===== src/design/bbts_pkg.sv =====
// ----------------------------------------------------------------------------
// bbts_pkg
// Shared types and codes of the buzzer beep and tune sequencer.
// ----------------------------------------------------------------------------
package bbts_pkg;

    // item kinds
    localparam logic [2:0] KIND_TICK  = 3'd0;
    localparam logic [2:0] KIND_BEEP  = 3'd1;
    localparam logic [2:0] KIND_LOAD  = 3'd2;
    localparam logic [2:0] KIND_START = 3'd3;
    localparam logic [2:0] KIND_STOP  = 3'd4;

    // configuration register indexes
    localparam logic [1:0] CFG_VOLUME = 2'd0;
    localparam logic [1:0] CFG_BASE   = 2'd1;
    localparam logic [1:0] CFG_RATIO  = 2'd2;

    // note codes
    localparam logic [3:0] NOTE_REST = 4'd0;
    localparam logic [3:0] NOTE_LAST = 4'd12;
    localparam logic [3:0] NOTE_END  = 4'd13;

    typedef struct packed {
        logic [2:0]  kind;
        logic [7:0]  beep_count;
        logic [15:0] beep_period_ms;
        logic [3:0]  note;
        logic [3:0]  octave;
        logic        keep_tone;
        logic [7:0]  song_index;
        logic [15:0] note_length_ms;
        logic [15:0] note_break_ms;
    } in_item_t;

    typedef struct packed {
        logic [15:0] reload_period;
        logic [15:0] compare_value;
        logic        beeping;
        logic        song_playing;
    } out_item_t;

    typedef struct packed {
        logic        load_base;
        logic        load_ratio;
        logic [15:0] wdata;
    } tbl_ctl_t;

endpackage


===== src/design/buzzer_beep_and_tune_sequencer.sv =====
// ----------------------------------------------------------------------------
// buzzer_beep_and_tune_sequencer
// Millisecond-tick buzzer sequencer giving PWM reload and compare values.
// ----------------------------------------------------------------------------
// Items enter on the s_ channel (valid/ready) and each one gives exactly one
// result on the m_ channel: reload period, compare value and the beep and
// song status after the item. Tick items come once per millisecond; other
// kinds set the tone or start a beep pattern, load a song slot, start or stop the song.
// Registers are written through cfg_wr_en / cfg_index / cfg_wdata.
// Throughput is one item per cycle while m_ready is high and no table
// rebuild runs. An accepted item is registered in turn through song memory
// read, state update, volume multiply, divide-by-100 multiply and output
// register. The note table is built by a serial divider, 30 steps per
// entry: after reset and after each base period or ratio write, s_ready
// stays low while the 12 entries are rebuilt.
// Reset clears the status and the pipeline; song memory contents are kept
// and slots are only meaningful once loaded.
// When m_ready is low the stages fill up behind the output register and
// s_ready drops, table rebuilds apart, only once every stage holds an item.
// ----------------------------------------------------------------------------
module buzzer_beep_and_tune_sequencer
    import bbts_pkg::*;
#(
    parameter int unsigned SONG_DEPTH = 256
) (
    input  logic        aclk,
    input  logic        aresetn,
    input  logic        cfg_wr_en,
    input  logic [1:0]  cfg_index,
    input  logic [15:0] cfg_wdata,
    input  logic        s_valid,
    output logic        s_ready,
    input  in_item_t    s_data,
    output logic        m_valid,
    input  logic        m_ready,
    output out_item_t   m_data
);

    localparam int unsigned         ADDR_W       = $clog2(SONG_DEPTH);
    localparam logic [ADDR_W-1:0]   POS_LAST     = ADDR_W'(SONG_DEPTH - 1);
    localparam logic [6:0]          VOLUME_RESET = 7'd25;
    localparam logic [6:0]          VOLUME_MAX   = 7'd100;
    localparam logic [23:0]         RECIP_100    = 24'd10737419;

    typedef enum logic [1:0] {CMP_HOLD, CMP_ZERO, CMP_ON} cmp_op_t;

    typedef struct packed {
        cmp_op_t     op;
        logic [15:0] period;
        logic        beeping;
        logic        playing;
    } stage_t;

    // slot of a song index, modulo the depth
    logic [ADDR_W-1:0] slot_of [256];
    for (genvar g = 0; g < 256; g++) begin : g_slot
        assign slot_of[g] = ADDR_W'(g % SONG_DEPTH);
    end

    logic [6:0]        volume_reg;
    logic [7:0]        song_mem [SONG_DEPTH];
    logic [7:0]        rdata_reg;
    logic [ADDR_W-1:0] raddr;

    logic              s1_valid_reg;
    in_item_t          s1_item_reg;
    logic              s2_valid_reg;
    stage_t            s2_reg;
    logic              s3_valid_reg;
    stage_t            s3_reg;
    logic [22:0]       s3_prod_reg;
    logic              s4_valid_reg;
    stage_t            s4_reg;
    logic [15:0]       s4_cmp_reg;
    logic              m_valid_reg;
    out_item_t         m_data_reg;
    logic [15:0]       cmp_hold_reg;
    logic [15:0]       cmp_next;
    logic [46:0]       scaled;

    logic              beep_on_reg, beep_on_next;
    logic [7:0]        beeps_left_reg, beeps_left_next;
    logic [15:0]       beep_len_reg, beep_len_next;
    logic [15:0]       beep_left_reg, beep_left_next;
    logic [15:0]       tone_period_reg, tone_period_next;
    logic              song_active_reg, song_active_next;
    logic [ADDR_W-1:0] pos_reg, pos_next;
    logic [15:0]       note_len_reg, note_len_next;
    logic [15:0]       song_left_reg, song_left_next;
    logic [15:0]       gap_len_reg, gap_len_next;
    logic              in_gap_reg, in_gap_next;
    logic [7:0]        cur_entry_reg, cur_entry_next;

    logic              rdy_out, rdy4, rdy3, rdy2, rdy1;
    logic              fire1, s_accept;
    logic              tbl_busy;
    tbl_ctl_t          tbl_ctl;
    logic [3:0]        look_note, look_octave;
    logic [15:0]       look_period;
    stage_t            s1_out;
    logic [ADDR_W-1:0] pos_fwd;
    logic [ADDR_W-1:0] pos_fwd_inc;

    // stage handshake
    assign rdy_out  = !m_valid_reg || m_ready;
    assign rdy4     = !s4_valid_reg || rdy_out;
    assign rdy3     = !s3_valid_reg || rdy4;
    assign rdy2     = !s2_valid_reg || rdy3;
    assign rdy1     = !s1_valid_reg || rdy2;
    assign fire1    = s1_valid_reg && rdy2;
    assign s_ready  = rdy1 && !tbl_busy;
    assign s_accept = s_valid && s_ready;

    // configuration
    assign tbl_ctl.load_base  = cfg_wr_en && (cfg_index == CFG_BASE);
    assign tbl_ctl.load_ratio = cfg_wr_en && (cfg_index == CFG_RATIO);
    assign tbl_ctl.wdata      = cfg_wdata;

    always_ff @(posedge aclk) begin
        if (!aresetn) begin
            volume_reg <= VOLUME_RESET;
        end else if (cfg_wr_en && cfg_index == CFG_VOLUME) begin
            volume_reg <= (cfg_wdata[6:0] > VOLUME_MAX) ? VOLUME_MAX : cfg_wdata[6:0];
        end
    end

    bbts_note_table u_note_table (
        .aclk        (aclk),
        .aresetn     (aresetn),
        .ctl         (tbl_ctl),
        .busy        (tbl_busy),
        .look_note   (look_note),
        .look_octave (look_octave),
        .look_period (look_period)
    );

    // song memory: read the entry after the forwarded position, or slot 0 on start
    assign pos_fwd     = fire1 ? pos_next : pos_reg;
    assign pos_fwd_inc = (pos_fwd == POS_LAST) ? '0 : pos_fwd + 1'b1;
    assign raddr       = (s_data.kind == KIND_START) ? '0 : pos_fwd_inc;

    always_ff @(posedge aclk) begin
        if (s_accept) begin
            if (s_data.kind == KIND_LOAD) begin
                song_mem[slot_of[s_data.song_index]] <= {s_data.octave, s_data.note};
            end
            rdata_reg <= song_mem[raddr];
        end
    end

    // state update stage
    always_comb begin
        logic advance;
        logic [15:0] beep_dec;
        logic [ADDR_W-1:0] pos_inc;

        advance          = 1'b0;
        beep_dec         = beep_left_reg - 16'd1;
        pos_inc          = (pos_reg == POS_LAST) ? '0 : pos_reg + 1'b1;
        beep_on_next     = beep_on_reg;
        beeps_left_next  = beeps_left_reg;
        beep_len_next    = beep_len_reg;
        beep_left_next   = beep_left_reg;
        tone_period_next = tone_period_reg;
        song_active_next = song_active_reg;
        pos_next         = pos_reg;
        note_len_next    = note_len_reg;
        song_left_next   = song_left_reg;
        gap_len_next     = gap_len_reg;
        in_gap_next      = in_gap_reg;
        cur_entry_next   = cur_entry_reg;
        s1_out.op        = CMP_HOLD;

        if (s1_item_reg.kind == KIND_BEEP) begin
            look_note   = s1_item_reg.note;
            look_octave = s1_item_reg.octave;
        end else begin
            look_note   = rdata_reg[3:0];
            look_octave = rdata_reg[7:4];
        end

        case (s1_item_reg.kind)
            KIND_TICK: begin
                if (beep_on_reg || beeps_left_reg != '0) begin
                    if (beep_dec == '0) begin
                        beep_on_next   = !beep_on_reg;
                        beep_left_next = beep_len_reg;
                        if (!beep_on_reg) begin
                            s1_out.op = CMP_ON;
                        end else begin
                            s1_out.op       = CMP_ZERO;
                            beeps_left_next = beeps_left_reg - 8'd1;
                        end
                    end else begin
                        beep_left_next = beep_dec;
                    end
                end else if (song_active_reg) begin
                    if (cur_entry_reg[3:0] == NOTE_END) begin
                        song_active_next = 1'b0;
                        s1_out.op        = CMP_ZERO;
                    end else if (song_left_reg != '0) begin
                        song_left_next = song_left_reg - 16'd1;
                    end else begin
                        song_left_next = note_len_reg;
                        advance        = 1'b1;
                        if (gap_len_reg != '0) begin
                            in_gap_next = !in_gap_reg;
                            if (!in_gap_reg) begin
                                song_left_next = gap_len_reg;
                                s1_out.op      = CMP_ZERO;
                                advance        = 1'b0;
                            end
                        end
                        if (advance) begin
                            pos_next         = pos_inc;
                            cur_entry_next   = rdata_reg;
                            tone_period_next = look_period;
                            s1_out.op        = CMP_ON;
                        end
                    end
                end
            end
            KIND_BEEP: begin
                if (!s1_item_reg.keep_tone) begin
                    tone_period_next = look_period;
                    if (look_period == '0) begin
                        s1_out.op = CMP_ZERO;
                    end
                end
                if (s1_item_reg.beep_count != '0 && s1_item_reg.beep_period_ms != '0) begin
                    beeps_left_next  = s1_item_reg.beep_count;
                    beep_len_next    = s1_item_reg.beep_period_ms;
                    beep_left_next   = s1_item_reg.beep_period_ms;
                    beep_on_next     = 1'b1;
                    song_active_next = 1'b0;
                    s1_out.op        = CMP_ON;
                end
            end
            KIND_LOAD: begin
                // keep the cached current entry in step with the memory
                if (slot_of[s1_item_reg.song_index] == pos_reg) begin
                    cur_entry_next = {s1_item_reg.octave, s1_item_reg.note};
                end
            end
            KIND_START: begin
                beep_on_next     = 1'b0;
                beeps_left_next  = '0;
                song_active_next = 1'b1;
                pos_next         = '0;
                note_len_next    = s1_item_reg.note_length_ms;
                song_left_next   = s1_item_reg.note_length_ms;
                gap_len_next     = s1_item_reg.note_break_ms;
                in_gap_next      = 1'b0;
                cur_entry_next   = rdata_reg;
                tone_period_next = look_period;
                s1_out.op        = CMP_ON;
            end
            KIND_STOP: begin
                song_active_next = 1'b0;
            end
            default: begin
            end
        endcase

        s1_out.period  = tone_period_next;
        s1_out.beeping = beep_on_next || (beeps_left_next != '0);
        s1_out.playing = song_active_next;
    end

    always_ff @(posedge aclk) begin
        if (!aresetn) begin
            beep_on_reg     <= 1'b0;
            beeps_left_reg  <= '0;
            beep_len_reg    <= '0;
            beep_left_reg   <= '0;
            tone_period_reg <= 16'd1;
            song_active_reg <= 1'b0;
            pos_reg         <= '0;
            note_len_reg    <= '0;
            song_left_reg   <= '0;
            gap_len_reg     <= '0;
            in_gap_reg      <= 1'b0;
            cur_entry_reg   <= '0;
        end else if (fire1) begin
            beep_on_reg     <= beep_on_next;
            beeps_left_reg  <= beeps_left_next;
            beep_len_reg    <= beep_len_next;
            beep_left_reg   <= beep_left_next;
            tone_period_reg <= tone_period_next;
            song_active_reg <= song_active_next;
            pos_reg         <= pos_next;
            note_len_reg    <= note_len_next;
            song_left_reg   <= song_left_next;
            gap_len_reg     <= gap_len_next;
            in_gap_reg      <= in_gap_next;
            cur_entry_reg   <= cur_entry_next;
        end
    end

    // compare value: period * volume, then divide by 100 through a reciprocal
    assign scaled = {24'd0, s3_prod_reg} * {23'd0, RECIP_100};

    always_comb begin
        if (s4_reg.op == CMP_ON) begin
            cmp_next = s4_cmp_reg;
        end else if (s4_reg.op == CMP_ZERO) begin
            cmp_next = '0;
        end else begin
            cmp_next = cmp_hold_reg;
        end
    end

    always_ff @(posedge aclk) begin
        if (!aresetn) begin
            s1_valid_reg <= 1'b0;
            s2_valid_reg <= 1'b0;
            s3_valid_reg <= 1'b0;
            s4_valid_reg <= 1'b0;
            m_valid_reg  <= 1'b0;
            cmp_hold_reg <= '0;
        end else begin
            if (rdy1) begin
                s1_valid_reg <= s_accept;
            end
            if (rdy2) begin
                s2_valid_reg <= s1_valid_reg;
            end
            if (rdy3) begin
                s3_valid_reg <= s2_valid_reg;
            end
            if (rdy4) begin
                s4_valid_reg <= s3_valid_reg;
            end
            if (rdy_out) begin
                m_valid_reg <= s4_valid_reg;
            end
            if (rdy_out && s4_valid_reg) begin
                cmp_hold_reg <= cmp_next;
            end
        end
    end

    always_ff @(posedge aclk) begin
        if (s_accept) begin
            s1_item_reg <= s_data;
        end
        if (rdy2) begin
            s2_reg <= s1_out;
        end
        if (rdy3) begin
            s3_reg      <= s2_reg;
            s3_prod_reg <= {7'd0, s2_reg.period} * {16'd0, volume_reg};
        end
        if (rdy4) begin
            s4_reg     <= s3_reg;
            s4_cmp_reg <= scaled[45:30];
        end
        if (rdy_out && s4_valid_reg) begin
            m_data_reg.reload_period <= s4_reg.period;
            m_data_reg.compare_value <= cmp_next;
            m_data_reg.beeping       <= s4_reg.beeping;
            m_data_reg.song_playing  <= s4_reg.playing;
        end
    end

    assign m_valid = m_valid_reg;
    assign m_data  = m_data_reg;

endmodule


===== src/design/bbts_note_table.sv =====
// ----------------------------------------------------------------------------
// bbts_note_table
// Semitone period table, rebuilt by a serial divider after reset and after
// a write of the base period or the semitone ratio.
// ----------------------------------------------------------------------------
module bbts_note_table
    import bbts_pkg::*;
(
    input  logic        aclk,
    input  logic        aresetn,
    input  tbl_ctl_t    ctl,
    output logic        busy,
    input  logic [3:0]  look_note,
    input  logic [3:0]  look_octave,
    output logic [15:0] look_period
);

    localparam logic [15:0] BASE_RESET  = 16'd61162;
    localparam logic [14:0] RATIO_RESET = 15'd10595;
    localparam logic [13:0] RATIO_SCALE = 14'd10000;
    localparam int unsigned QUO_W       = 30;
    localparam logic [4:0]  LAST_STEP   = 5'(QUO_W - 1);

    typedef enum logic [1:0] {TB_IDLE, TB_LOAD, TB_MUL, TB_DIV} tb_state_t;

    tb_state_t        state_reg;
    logic [15:0]      base_reg;
    logic [14:0]      ratio_reg;
    logic [15:0]      tbl_reg [12];
    logic [15:0]      prev_reg;
    logic [3:0]       note_idx_reg;
    logic [4:0]       step_reg;
    logic [14:0]      rem_reg;
    logic [QUO_W-1:0] quo_reg;

    logic [15:0]      rem_shift;
    logic             rem_ge;
    logic [14:0]      rem_next;
    logic [QUO_W-1:0] quo_next;
    logic [15:0]      entry_sat;
    logic [3:0]       wr_slot;

    // one restoring division step per cycle
    always_comb begin
        rem_shift = {rem_reg, quo_reg[QUO_W-1]};
        rem_ge    = rem_shift >= {1'b0, ratio_reg};
        rem_next  = rem_ge ? 15'(rem_shift - {1'b0, ratio_reg}) : rem_shift[14:0];
        quo_next  = {quo_reg[QUO_W-2:0], rem_ge};
        entry_sat = (|quo_next[QUO_W-1:16]) ? 16'hFFFF : quo_next[15:0];
        wr_slot   = note_idx_reg - 4'd1;
    end

    always_ff @(posedge aclk) begin
        if (!aresetn) begin
            state_reg <= TB_LOAD;
            base_reg  <= BASE_RESET;
            ratio_reg <= RATIO_RESET;
        end else begin
            if (ctl.load_base) begin
                base_reg <= ctl.wdata;
            end
            if (ctl.load_ratio) begin
                ratio_reg <= ctl.wdata[14:0];
            end
            if (ctl.load_base || ctl.load_ratio) begin
                state_reg <= TB_LOAD;
            end else begin
                case (state_reg)
                    TB_LOAD: begin
                        tbl_reg[0]   <= base_reg;
                        prev_reg     <= base_reg;
                        note_idx_reg <= 4'd2;
                        state_reg    <= TB_MUL;
                    end
                    TB_MUL: begin
                        if (ratio_reg == '0) begin
                            tbl_reg[wr_slot] <= 16'hFFFF;
                            prev_reg         <= 16'hFFFF;
                            note_idx_reg     <= note_idx_reg + 4'd1;
                            if (note_idx_reg == NOTE_LAST) begin
                                state_reg <= TB_IDLE;
                            end
                        end else begin
                            quo_reg   <= {14'd0, prev_reg} * {16'd0, RATIO_SCALE};
                            rem_reg   <= '0;
                            step_reg  <= '0;
                            state_reg <= TB_DIV;
                        end
                    end
                    TB_DIV: begin
                        rem_reg  <= rem_next;
                        quo_reg  <= quo_next;
                        step_reg <= step_reg + 5'd1;
                        if (step_reg == LAST_STEP) begin
                            tbl_reg[wr_slot] <= entry_sat;
                            prev_reg         <= entry_sat;
                            note_idx_reg     <= note_idx_reg + 4'd1;
                            state_reg        <= (note_idx_reg == NOTE_LAST) ? TB_IDLE : TB_MUL;
                        end
                    end
                    default: begin
                        state_reg <= TB_IDLE;
                    end
                endcase
            end
        end
    end

    assign busy = (state_reg != TB_IDLE);

    always_comb begin
        if (look_note == NOTE_REST || look_note > NOTE_LAST) begin
            look_period = '0;
        end else begin
            look_period = tbl_reg[look_note - 4'd1] >> look_octave;
        end
    end

endmodule


===== config.mk =====
export PLATFORM = sky130hd
export DESIGN_NAME = buzzer_beep_and_tune_sequencer
export DESIGN_NICKNAME = d
export VERILOG_FILES = /design/src/design/bbts_pkg.sv /design/src/design/buzzer_beep_and_tune_sequencer.sv /design/src/design/bbts_note_table.sv
export SDC_FILE = /design/constraint.sdc
export NUM_CORES = 2
export LEC_CHECK = 0
export BUFFER_PORTS_ARGS = -buffer_cell sky130_fd_sc_hd__buf_2
export CAP_MARGIN = 20
export CELL_PAD_IN_SITES_DETAIL_PLACEMENT = 0
export CELL_PAD_IN_SITES_GLOBAL_PLACEMENT = 1
export CORE_MARGIN = 4
export CORE_UTILIZATION = 40
export CTS_BUF_LIST = sky130_fd_sc_hd__clkbuf_8 sky130_fd_sc_hd__clkbuf_16
export DETAILED_ROUTE_END_ITERATION = 8
export PLACE_DENSITY = 0.66
export SLEW_MARGIN = 15
export SYNTH_ARGS = -nofsm -noshare
export SYNTH_HDL_FRONTEND = slang
export SYNTH_SLANG_ARGS = --single-unit

===== constraint.sdc =====
create_clock -name aclk -period 24.9 [get_ports aclk]
set_clock_uncertainty 0.15 [all_clocks]
set_input_delay 6.225 -clock aclk [delete_from_list [all_inputs] [get_ports aclk]]
set_output_delay 6.225 -clock aclk [all_outputs]
set_load 0.005 [all_outputs]

==> run metrics <==
post-synthesis compound-gate area fraction 12.0%; area used by sequential logic in the layout between 70000 and 80000 um2; smallest hold slack between 0.2 and 0.3 ns; # port buffers 134; final period demand of the worst path 14.51 ns; Area growth syn-to-layout 11.8%; placeable core area 303000 um2; unrepaired setup endpoints after global routing no; final-report hold violation count 0; DRC 0; Routed Antenna Nets 0; wire per inst 26.8 um; final total negative setup slack 0 ns; most used cell, CP sky130_fd_sc_hd__buf_4; Achievable Freq 0.0689 GHz; Largest stage delay, worst path slightly below 0.8 ns; slowest cell on the critical path sky130_fd_sc_hd__buf_4; FF-to-FF End rdata_reg[0]; FFs w/ async S/R, synth 0%; number of H-tree levels 5; hold buffer count at cts 0; Routability Congestion 0.840; final number of max-transition violations 0; pre-CTS worst setup slack 9.72 ns; outcome complete, no violations; count of buffers added by post-CTS timing repair for setup 0; number of instances resized during post-cts repair 0; number of distinct library cells after synthesis 100; number of standard cells after synthesis 8960; worst setup slack for register-to-register paths 15.51 ns; Top FF cell, synth sky130_fd_sc_hd__edfxtp_1; number of buffers created by CTS 294; number of synthesized flops with an enable pin 2527; Rel. slew slack a little under a tenth; total track usage 21.9%; number of global-route vias before repair ~76000; final worst path period share about three fifths; VDD IR max 66.3 uV; cell breakdown of the critical path buf_2, nand4b_1, buf_4, o21ai_2, buf_4, nor2_1, a21oi_1, nor2_2, buf_4, inv_2, ha_1, buf_4, clkinv_1, a21oi_1, a21boi_4, buf_4, buf_4, buf_4, o221ai_1, a211oi_1, a2111oi_0, nand4_1, o41ai_1, a211oi_1; Bufs on Longest Clock Path 4; DPL Wire Length about 220000 um; root cell of the clock tree sky130_fd_sc_hd__clkbuf_16; leak pwr 0.0475 uW; leading cell types by total area after synthesis sky130_fd_sc_hd__edfxtp_1 (62%), sky130_fd_sc_hd__fa_1 (4.9%), sky130_fd_sc_hd__ha_1 (3.9%); Sinks on Clock Net approximately 2700; initial antenna violation count 22; maximum number of pins on one net before global-route repair 185; Crit Reg-Reg Startpoint s4_valid_reg; Cell Count Post-Placement 12700; Cell Pwr Density 79.1 nW/um2; Final Routed Wirelength 354000 um; initial core utilization between 40% and 50%; Setup violations, final 0; vias after detailed routing 76800; flip-flop count of the largest register, all copies and words added ~2000; mux cell area share after synthesis 2.28%; share of layout cells above drive strength 1 9.53%; multi-input combinational cell area 38600 um2; wire length of the first global-routing pass between 500000 and 600000 um; capture point of the critical path rdata_reg[0]; Filler Cell Count 27100; crit path setup slack, layout 10.39 ns; kind of critical path in -> reg; required time at the worst-slack endpoint 25.45 ns; biggest area consumer among synthesized cells sky130_fd_sc_hd__edfxtp_1; Die Width 560 um; CTS tree yes; Arr. time, crit path 15.06 ns; origin of the worst setup path m_ready; CP Launch Type primary input; kind of end point of the critical path flop; combinational family with the most area after synthesis compound AO/OA/AOI/OAI gates; share of the synthesized area in the top cell type 62.2%; synthesized-area fraction occupied by adder cells 8.81%; count of max-cap constraint violations 0; Clock Latency Late Sink ~0.9 ns; Die Ht around 560 um; HP Class reg -> reg; Boundary Pins 135; YS warnings 0; Overflow after GRT 0; Avg Inst Size Synth 13.6 um2; area of the mapped netlist approximately 120000 um2; syn_nets 9739; simple-gate share of the synthesized area 7.69%; path depth of the worst reg2reg path 23; number of synthesized register bits 2707; non-filler cells in the finished layout 13200; post-synthesis xor/xnor area fraction 0.682%; area of the die between 300000 and 400000 um2; clock-pin slew on the worst setup and hold paths approximately 0.060 ns; # nets final about 9800; peak fanout along the critical path 82; actual transition at the worst max-transition pin 1.36 ns; initial DRC count 7806; Vias per Instance 5.81; Pre-antenna DRT Iters 6; count of standard-cell rows 202; sequential element share of the synthesized area 65.1%
-- worst max-delay path, delay by kind of cell --
family | cells | cell delay (ns)
AOI/OAI and AO/OA | 9 | 2.25
adders and majority gates | 1 | 0.44
buffers and inverters | 10 | 4.60
and+or+nand+nor | 4 | 1.27
-- Yosys cell counts, drive strengths merged, types with 42 or more instances --
library cell / count
a21o: 42
clkbuf: 329
buf: 211
o22a: 170
nor2b: 80
edfxtp: 2527
nor4: 47
nor3: 96
o221ai: 164
and3: 43
mux2i: 145
nand2: 858
a31oi: 148
o22ai: 359
dfxtp: 180
a221oi: 81
a21oi: 259
nand3: 88
inv: 490
mux4: 49
nor2: 656
a211oi: 95
xnor2: 68
o21ai: 414
and2: 53
ha: 381
fa: 299
or3: 42
a21boi: 88
-- cell usage in the layout, fill, tap and decap left out, types with 138 or more instances in the layout --
cell type,count
sky130_fd_sc_hd__a21oi_1,253
sky130_fd_sc_hd__a31oi_1,148
sky130_fd_sc_hd__buf_4,138
sky130_fd_sc_hd__clkbuf_16,299
sky130_fd_sc_hd__dfxtp_1,180
sky130_fd_sc_hd__edfxtp_1,2527
sky130_fd_sc_hd__fa_1,299
sky130_fd_sc_hd__ha_1,380
sky130_fd_sc_hd__inv_1,545
sky130_fd_sc_hd__mux2i_1,142
sky130_fd_sc_hd__nand2_1,857
sky130_fd_sc_hd__nor2_1,649
sky130_fd_sc_hd__o21ai_0,408
sky130_fd_sc_hd__o221ai_1,164
sky130_fd_sc_hd__o22a_1,170
sky130_fd_sc_hd__o22ai_1,359
-- layer usage --
metal	global-route usage [%]	vias up	part of all wire, %
met2	35.2	3089	47
met4	7.52	10	3.8
li1	-	34100	-
met1	30.5	39000	42
met3	3.47	632	7.5
met5	0	-	0.020
-- logic make-up after synthesis --
logic type / count (synthesis)
compound gates: 2133
xor+xnor: 95
fa+ha+maj: 680
buf+inv: 1031
flops: 2707
mux: 214
simple gates: 2100
-- power by group --
part           total (uW)  switching (uW)  internal, uW
clock                4280            1810          2470
sequential           5060            38.5          5020
combinational        1460             866           598
total               10800            2720          8090
-- cell type report --
class,count,share of cell area [%]
Antenna cell,6,0.0110
Clock buffer,309,5.58
Sequential cell,2707,58.2
Multi-Input combinational cell,5222,28.3
Timing Repair Buffer,289,1.58
Clock inverter,205,1.29
Inverter,491,1.35
Tap cell,3978,3.65
-- worst min-delay path by stage --
stage	from	to	slack [ns]	depth (start not counted)
2_1_floorplan	s4_reg[0]	m_data[0]	0.25	0
3_3_place_gp	s3_reg[12]	s4_reg[12]	0.26	0
5_1_grt	s3_reg[15]	s4_reg[15]	0.28	0
6_report	s3_reg[6]	s4_reg[6]	0.26	0
4_1_cts	s3_reg[6]	s4_reg[6]	0.26	0
3_5_place_dp	s3_reg[1]	s4_reg[1]	0.25	0
-- stage by stage --
step           utilization, %  cell area, um2  power (uW)
2_1_floorplan               -          122000        6160
3_3_place_gp             41.8          127000        6600
3_5_place_dp             41.9          127000        6620
4_1_cts                  44.9          136000       10900
5_1_grt                  45.0          136000       11300
6_report                 45.0          136000       10800
Note: power is estimated with default switching activity, not from simulation.
